==> src/design/rgbpwm_pkg.sv <==
`default_nettype none

package rgbpwm_pkg;

    localparam int PIXELS      = 64;
    localparam int RESET_SLOTS = 64;

    localparam int LED_W = $clog2(PIXELS);
    localparam int GAP_W = $clog2(RESET_SLOTS);
    localparam int ROW_W = 24;

    // request modes
    localparam logic [1:0] MODE_TICK    = 2'd0;
    localparam logic [1:0] MODE_WRITE   = 2'd1;
    localparam logic [1:0] MODE_REFRESH = 2'd2;

    // PWM compare codes
    localparam logic [1:0] SYM_IDLE = 2'd0;
    localparam logic [1:0] SYM_ZERO = 2'd1;
    localparam logic [1:0] SYM_ONE  = 2'd2;

    typedef struct packed {
        logic [1:0] mode;
        logic [7:0] pixel_index;
        logic [7:0] red;
        logic [7:0] green;
        logic [7:0] blue;
    } in_item_t;

    typedef struct packed {
        logic [1:0] symbol;
        logic       symbol_valid;
        logic       active;
    } out_item_t;

    // pixel store port: one row (G,R,B) per LED
    typedef struct packed {
        logic             wr_en;
        logic [LED_W-1:0] wr_addr;
        logic [ROW_W-1:0] wr_data;
        logic             rd_en;
        logic [LED_W-1:0] rd_addr;
    } pmem_ctl_t;

endpackage

`default_nettype wire

==> src/design/rgb_led_pwm_frame_encoder.sv <==
// Latency: a result is presented on m_ the cycle after its request is accepted.
// Throughput: one request per cycle; the pixel store's registered read feeds
// the single output stage, and s_ready stays high while m_ready is high.
// Reset (aresetn low, synchronous): frame position to zero, running and refresh
// pending set so a frame goes out, all pixel rows read as zero until written.
`default_nettype none

module rgb_led_pwm_frame_encoder
    import rgbpwm_pkg::*;
(
    input  wire logic      aclk,
    input  wire logic      aresetn,
    input  wire logic      s_valid,
    output logic           s_ready,
    input  wire in_item_t  s_payload,
    output logic           m_valid,
    input  wire logic      m_ready,
    output out_item_t      m_payload
);

    // frame position
    logic [LED_W-1:0] led_reg, led_next;
    logic [1:0]       byte_reg, byte_next;
    logic [2:0]       bit_reg, bit_next;
    logic             in_gap_reg, in_gap_next;
    logic [GAP_W-1:0] gap_reg, gap_next;
    logic             running_reg, running_next;
    logic             pending_reg, pending_next;

    // output stage
    logic             out_valid_reg, out_valid_next;
    logic             sym_valid_reg, sym_valid_next;
    logic             data_slot_reg, data_slot_next;
    logic             active_reg, active_next;
    logic [1:0]       byte_q_reg, byte_q_next;
    logic [2:0]       bit_q_reg, bit_q_next;

    logic             accept;
    logic             tick;
    logic             at_start;
    pmem_ctl_t        pmem_ctl;
    logic [ROW_W-1:0] row_data;
    logic [7:0]       cur_byte;
    logic             cur_bit;

    assign s_ready = !out_valid_reg || m_ready;
    assign accept  = s_valid && s_ready;
    assign tick    = accept && (s_payload.mode == MODE_TICK) && running_reg;
    assign at_start = !in_gap_reg && (led_reg == '0) && (byte_reg == 2'd0)
                      && (bit_reg == 3'd0);

    always_comb begin
        pmem_ctl.wr_en   = accept && (s_payload.mode == MODE_WRITE)
                           && (s_payload.pixel_index < 8'(PIXELS));
        pmem_ctl.wr_addr = s_payload.pixel_index[LED_W-1:0];
        pmem_ctl.wr_data = {s_payload.green, s_payload.red, s_payload.blue};
        pmem_ctl.rd_en   = tick && !in_gap_reg;
        pmem_ctl.rd_addr = led_reg;
    end

    rgbpwm_pixel_mem u_pixel_mem (
        .aclk    (aclk),
        .aresetn (aresetn),
        .ctl     (pmem_ctl),
        .rd_data (row_data)
    );

    always_comb begin
        led_next     = led_reg;
        byte_next    = byte_reg;
        bit_next     = bit_reg;
        in_gap_next  = in_gap_reg;
        gap_next     = gap_reg;
        running_next = running_reg;
        pending_next = pending_reg;

        out_valid_next = out_valid_reg && !m_ready;
        sym_valid_next = sym_valid_reg;
        data_slot_next = data_slot_reg;
        active_next    = active_reg;
        byte_q_next    = byte_q_reg;
        bit_q_next     = bit_q_reg;

        if (accept) begin
            out_valid_next = 1'b1;
            sym_valid_next = 1'b0;
            data_slot_next = 1'b0;
            byte_q_next    = byte_reg;
            bit_q_next     = bit_reg;

            case (s_payload.mode)
                MODE_TICK: begin
                    if (running_reg) begin
                        sym_valid_next = 1'b1;
                        data_slot_next = !in_gap_reg;
                        if (at_start) begin
                            pending_next = 1'b0;
                        end
                        if (!in_gap_reg) begin
                            bit_next = bit_reg + 3'd1;
                            if (bit_reg == 3'd7) begin
                                byte_next = byte_reg + 2'd1;
                                if (byte_reg == 2'd2) begin
                                    byte_next = 2'd0;
                                    led_next  = led_reg + LED_W'(1);
                                    if (led_reg == LED_W'(PIXELS - 1)) begin
                                        led_next    = '0;
                                        in_gap_next = 1'b1;
                                        gap_next    = '0;
                                    end
                                end
                            end
                        end else begin
                            gap_next = gap_reg + GAP_W'(1);
                            if (gap_reg == GAP_W'(RESET_SLOTS - 1)) begin
                                gap_next     = '0;
                                in_gap_next  = 1'b0;
                                running_next = pending_next;
                            end
                        end
                    end
                end
                MODE_REFRESH: begin
                    pending_next = 1'b1;
                    running_next = 1'b1;
                end
                default: begin
                end
            endcase

            active_next = running_next;
        end
    end

    always_ff @(posedge aclk) begin
        if (!aresetn) begin
            led_reg       <= '0;
            byte_reg      <= 2'd0;
            bit_reg       <= 3'd0;
            in_gap_reg    <= 1'b0;
            gap_reg       <= '0;
            running_reg   <= 1'b1;
            pending_reg   <= 1'b1;
            out_valid_reg <= 1'b0;
            sym_valid_reg <= 1'b0;
            data_slot_reg <= 1'b0;
            active_reg    <= 1'b0;
        end else begin
            led_reg       <= led_next;
            byte_reg      <= byte_next;
            bit_reg       <= bit_next;
            in_gap_reg    <= in_gap_next;
            gap_reg       <= gap_next;
            running_reg   <= running_next;
            pending_reg   <= pending_next;
            out_valid_reg <= out_valid_next;
            sym_valid_reg <= sym_valid_next;
            data_slot_reg <= data_slot_next;
            active_reg    <= active_next;
        end
    end

    always_ff @(posedge aclk) begin
        byte_q_reg <= byte_q_next;
        bit_q_reg  <= bit_q_next;
    end

    // row is G,R,B from the top down
    always_comb begin
        case (byte_q_reg)
            2'd0:    cur_byte = row_data[23:16];
            2'd1:    cur_byte = row_data[15:8];
            default: cur_byte = row_data[7:0];
        endcase
        cur_bit = cur_byte[3'd7 - bit_q_reg];
    end

    assign m_valid                = out_valid_reg;
    assign m_payload.symbol       = data_slot_reg ? (cur_bit ? SYM_ONE : SYM_ZERO)
                                                  : SYM_IDLE;
    assign m_payload.symbol_valid = sym_valid_reg;
    assign m_payload.active       = active_reg;

`ifndef ASSERT_OFF
    a_gap_pos_zero: assert property (@(posedge aclk) disable iff (!aresetn)
        in_gap_reg |-> (led_reg == '0) && (byte_reg == 2'd0) && (bit_reg == 3'd0))
        else $error("data position not cleared during reset gap");

    a_stopped_at_start: assert property (@(posedge aclk) disable iff (!aresetn)
        !running_reg |-> at_start && (gap_reg == '0))
        else $error("stopped away from frame start");

    a_byte_range: assert property (@(posedge aclk) disable iff (!aresetn)
        byte_reg != 2'd3)
        else $error("byte select out of range");

    a_gap_range: assert property (@(posedge aclk) disable iff (!aresetn)
        32'(gap_reg) < RESET_SLOTS)
        else $error("gap counter out of range");

    a_idle_symbol: assert property (@(posedge aclk) disable iff (!aresetn)
        m_valid && !m_payload.symbol_valid |-> m_payload.symbol == SYM_IDLE)
        else $error("symbol without a slot");
`endif

endmodule

`default_nettype wire

==> src/design/rgbpwm_pixel_mem.sv <==
`default_nettype none

module rgbpwm_pixel_mem
    import rgbpwm_pkg::*;
(
    input  wire logic             aclk,
    input  wire logic             aresetn,
    input  wire pmem_ctl_t        ctl,
    output logic      [ROW_W-1:0] rd_data
);

    logic [ROW_W-1:0] mem [PIXELS];
    logic [ROW_W-1:0] rd_data_reg;
    logic             rd_hit_reg;
    logic [PIXELS-1:0] row_valid_reg;
    logic [PIXELS-1:0] row_valid_next;

    always_ff @(posedge aclk) begin
        if (ctl.wr_en) begin
            mem[ctl.wr_addr] <= ctl.wr_data;
        end
        if (ctl.rd_en) begin
            rd_data_reg <= mem[ctl.rd_addr];
        end
    end

    always_comb begin
        row_valid_next = row_valid_reg;
        if (ctl.wr_en) begin
            row_valid_next[ctl.wr_addr] = 1'b1;
        end
    end

    // rows never written read as zero
    always_ff @(posedge aclk) begin
        if (!aresetn) begin
            row_valid_reg <= '0;
            rd_hit_reg    <= 1'b0;
        end else begin
            row_valid_reg <= row_valid_next;
            if (ctl.rd_en) begin
                rd_hit_reg <= row_valid_reg[ctl.rd_addr];
            end
        end
    end

    assign rd_data = rd_hit_reg ? rd_data_reg : '0;

endmodule

`default_nettype wire

==> config.mk <==
export PLATFORM = sky130hd
export DESIGN_NAME = rgb_led_pwm_frame_encoder
export DESIGN_NICKNAME = d
export VERILOG_FILES = /design/src/design/rgbpwm_pkg.sv /design/src/design/rgb_led_pwm_frame_encoder.sv /design/src/design/rgbpwm_pixel_mem.sv
export SDC_FILE = /design/constraint.sdc
export NUM_CORES = 2
export LEC_CHECK = 0
export BUFFER_PORTS_ARGS = -buffer_cell sky130_fd_sc_hd__buf_2
export CAP_MARGIN = 0
export CORE_MARGIN = 3
export CORE_UTILIZATION = 30
export CTS_CLUSTER_SIZE = 25
export DETAILED_ROUTE_END_ITERATION = 6
export SLEW_MARGIN = 20
export SYNTH_ARGS = -nofsm -noshare
export SYNTH_HDL_FRONTEND = slang
export SYNTH_SLANG_ARGS = --single-unit
==> constraint.sdc <==
create_clock -name aclk -period 4 [get_ports aclk]
set_input_delay 0.2 -clock aclk [delete_from_list [all_inputs] [get_ports aclk]]
set_output_delay 0.2 -clock aclk [all_outputs]
set_load 0.05 [all_outputs]
==> impl_metrics.csv <==
group,metric,value,unit
outcome,status,"completed",
global_routing,antenna_found_initial,13,
cells_and_area,largest_reg_flops,1536,
cells_and_area,final_core_util,35.3,%
clocking,cts_buffers,163,
synthesis,ys_ff_latch,1654,
sta,max_clock_freq,0.285,GHz
sta,tns,0,ps
route,antenna_left,0,
synthesis,synth.area.top_cells,"edfxtp_1 74%, mux4_2 16%, dfxtp_1 2.8%, mux2i_1 0.81%, o21a_1 0.76%",
worst_setup_path,max_stage_delay,770,ps
clocking,cts_resized,0,
worst_setup_path,path_delay_family,"buffers and inverters",
sta,worst_slack,490,ps
clocking,clkTransAtPathRegs,60,ps
route,totalWireLength,163,mm
sta,tightest_slew,1080,ps
sta,setup_viol,0,
floorplanning,die_h,466,um
min_path,hold_path.class,"in -> reg",
floorplanning,core_area,210000,um2
sta,whs,89.3,ps
sta,rsz0062_at_grt,"false",
sta,report.final.slew_viol_count,0,
worst_setup_path,path_class,"reg -> reg",
cells_and_area,final-seq-area,48800,um2
clocking,clock_latency,780,ps
synthesis,synth-edff-count,1565,
cells_and_area,n_fill_cell,19361,
global_routing,grt_pass1_wl,232,mm
flow_run,maxCapViolations,0,
cells_and_area,fin_area,74000,um2
synthesis,synth_flop_cell,"edfxtp_1",
worst_setup_path,cp.arrival,4150,ps
worst_setup_path,worst-r2r-cell-count,8,
clocking,htreeDepth,4,
route,dr.first_iter.drc_count,3655,
route,wl_per_cell,27.2,um
cells_and_area,stdcell_count,6004,
placed_design,gp_congestion,0.809,
synthesis,yosys-top-cells-count,"1565 x edfxtp_1, 461 x mux4_2, 94 x nor2_1",
floorplanning,initial_core_util,30.2,%
cells_and_area,nNetsFinal,3104,
cells_and_area,multi_input_area,14300,um2
cells_and_area,layout-drive-gt1-share,31.1,%
floorplanning,fp.dieW,466,um
sta,post-route-period-util,87.7,%
clocking,post-cts-setup-buffers,0,
synthesis,synth_top_cell_area_share,74.1,%
synthesis,synth.most_common_cell,"edfxtp_1",
global_routing,grt_pass1_vias,30430,
synthesis,yosys_warnings,0,
clocking,numClockSinks,1654,
floorplanning,io_pins,44,
worst_setup_path,critPathCaptureType,"register",
worst_setup_path,path_max_fanout,32,
power,p_per_area,468,nW/um2
global_routing,grt_use_total,14.9,%
route,drc_errors,0,
synthesis,avgSynthCellArea,22.5,um2
worst_setup_path,critPathBufInv,2,
synthesis,synth_top_area_cell,"edfxtp_1",
global_routing,overflow,0,
synthesis,netlist_area,63400,um2
worst_setup_path,cp-start-kind,"register",
clocking,cts_root_buffer,"clkbuf_16",
placed_design,pre_cts_slack,283,ps
route,vias_per_cell,5.06,
worst_setup_path,crit_required,4640,ps
power,power.total,34.7,mW
cells_and_area,area.growth.synth_to_final,16.7,%
power,leakagePower,22.0,nW
synthesis,syn_inst,2823,
sta,fin_skew,28.5,ps
route,first_pass_iters,7,
placed_design,hpwl,92.2,mm
placed_design,io_buffers,43,
min_path,hold_depth,2,
worst_setup_path,crit_slowest_cell,"inv_2",
synthesis,synth_cell_types,59,
clocking,cts_tree,"built",
synthesis,synth_async_sr_flop_share,0,%
synthesis,ys_seq_area_share,76.9,%
sta,relSlewSlack,28.3,%
sta,period_needed,3510,ps
clocking,cts_buffer_depth,3,
route,vias,30358,
power,ir_drop,335,uV
sta,final_hold_viol_count,0,
placed_design,placedInstanceArea,68400,um2
clocking,hold_buffers,14,
floorplanning,row_count,168,
worst_setup_path,cp_num_cells,8,
placed_design,post-place-cells,5683,
worst_setup_path,crit_path_cell_trace,"inv_2 > ha_1 > and2_0 > a41oi_1 > or3_1 > a221oi_1 > dlygate4sd3_1 > o21ai_0",
synthesis,synthesis.nets,2867,
floorplanning,die_area,217000,um2
global_routing,grt_max_degree,65,
[where the power goes]
part	leakage, nW	internal (mW)	total [mW]	switching, mW
Sequential	14.8	18.9	19.0	0.0150
Combinational	4.60	0.0678	0.447	0.380
Clock	2.61	8.72	15.3	6.54
[metal layers]
metal | routed length [um] | vias to the layer above | GRT usage, %
li1 | - | 12403 | -
met1 | 67600 | 16510 | 21.1
met2 | 78600 | 1248 | 23.9
met3 | 14000 | 193 | 2.85
met4 | 3080 | 4 | 3.61
met5 | 23 | - | 0
[worst reg2reg max path, delay by kind of cell (launching register included)]
family,cells,cell delay (ps)
buf+inv,2,1410
simple gates,2,540
flops,1,560
compound gates,3,580
fa+ha+maj,1,290
[cells by family after synthesis]
group | synth area share, %
buffers and inverters | 1.32
and+or+nand+nor | 2.00
xor gates and xnor gates | 0.152
muxes | 17.4
AOI/OAI and AO/OA | 2.11
DFF | 76.9
adders and majority gates | 0.118
[cells in the final DEF, fill, tap and decap left out, drive strengths merged, types with 4 or more instances in the layout]
master,instances
and2,8
clkbuf,212
o21ai,7
a21oi,25
mux4,461
nand4,4
o211ai,16
a211oi,8
a22oi,35
dlygate4sd3,17
mux2,11
nor4,4
xnor2,10
ha,6
dfxtp,89
nand2,92
a31oi,4
buf,209
mux2i,51
nor2b,19
diode,4
bufinv,14
nor2,94
inv,21
nand3b,8
clkinv,64
edfxtp,1565
o21a,64
nand3,25
a21boi,6
[final timing paths]
| path | from | slack [ps] | end |
|---|---|---|---|
| setup / recovery | led_reg[1]$_SDFFE_PN0P_ | 490 | running_reg$_SDFFE_PN1P_ |
| hold / removal | s_payload[3] | 90 | u_pixel_mem.mem[3][3]$_DFFE_PP_ |
| setup reg to reg | led_reg[1]$_SDFFE_PN0P_ | 490 | running_reg$_SDFFE_PN1P_ |
| hold reg to reg | u_pixel_mem.row_valid_reg[4]$_SDFFE_PN0P_ | 460 | u_pixel_mem.row_valid_reg[4]$_SDFFE_PN0P_ |
[layout make-up]
type	count	share of cell area, %
inverters	14	0.0710
well taps	2805	4.74
repair buffers	226	2.69
diodes	4	0.0135
multi-input cells	1001	19.3
flip-flops and latches	1654	66.0
clock buffers	212	5.94
clock inverters	88	1.29
No activity file was read; power rests on OpenSTA's default activity.
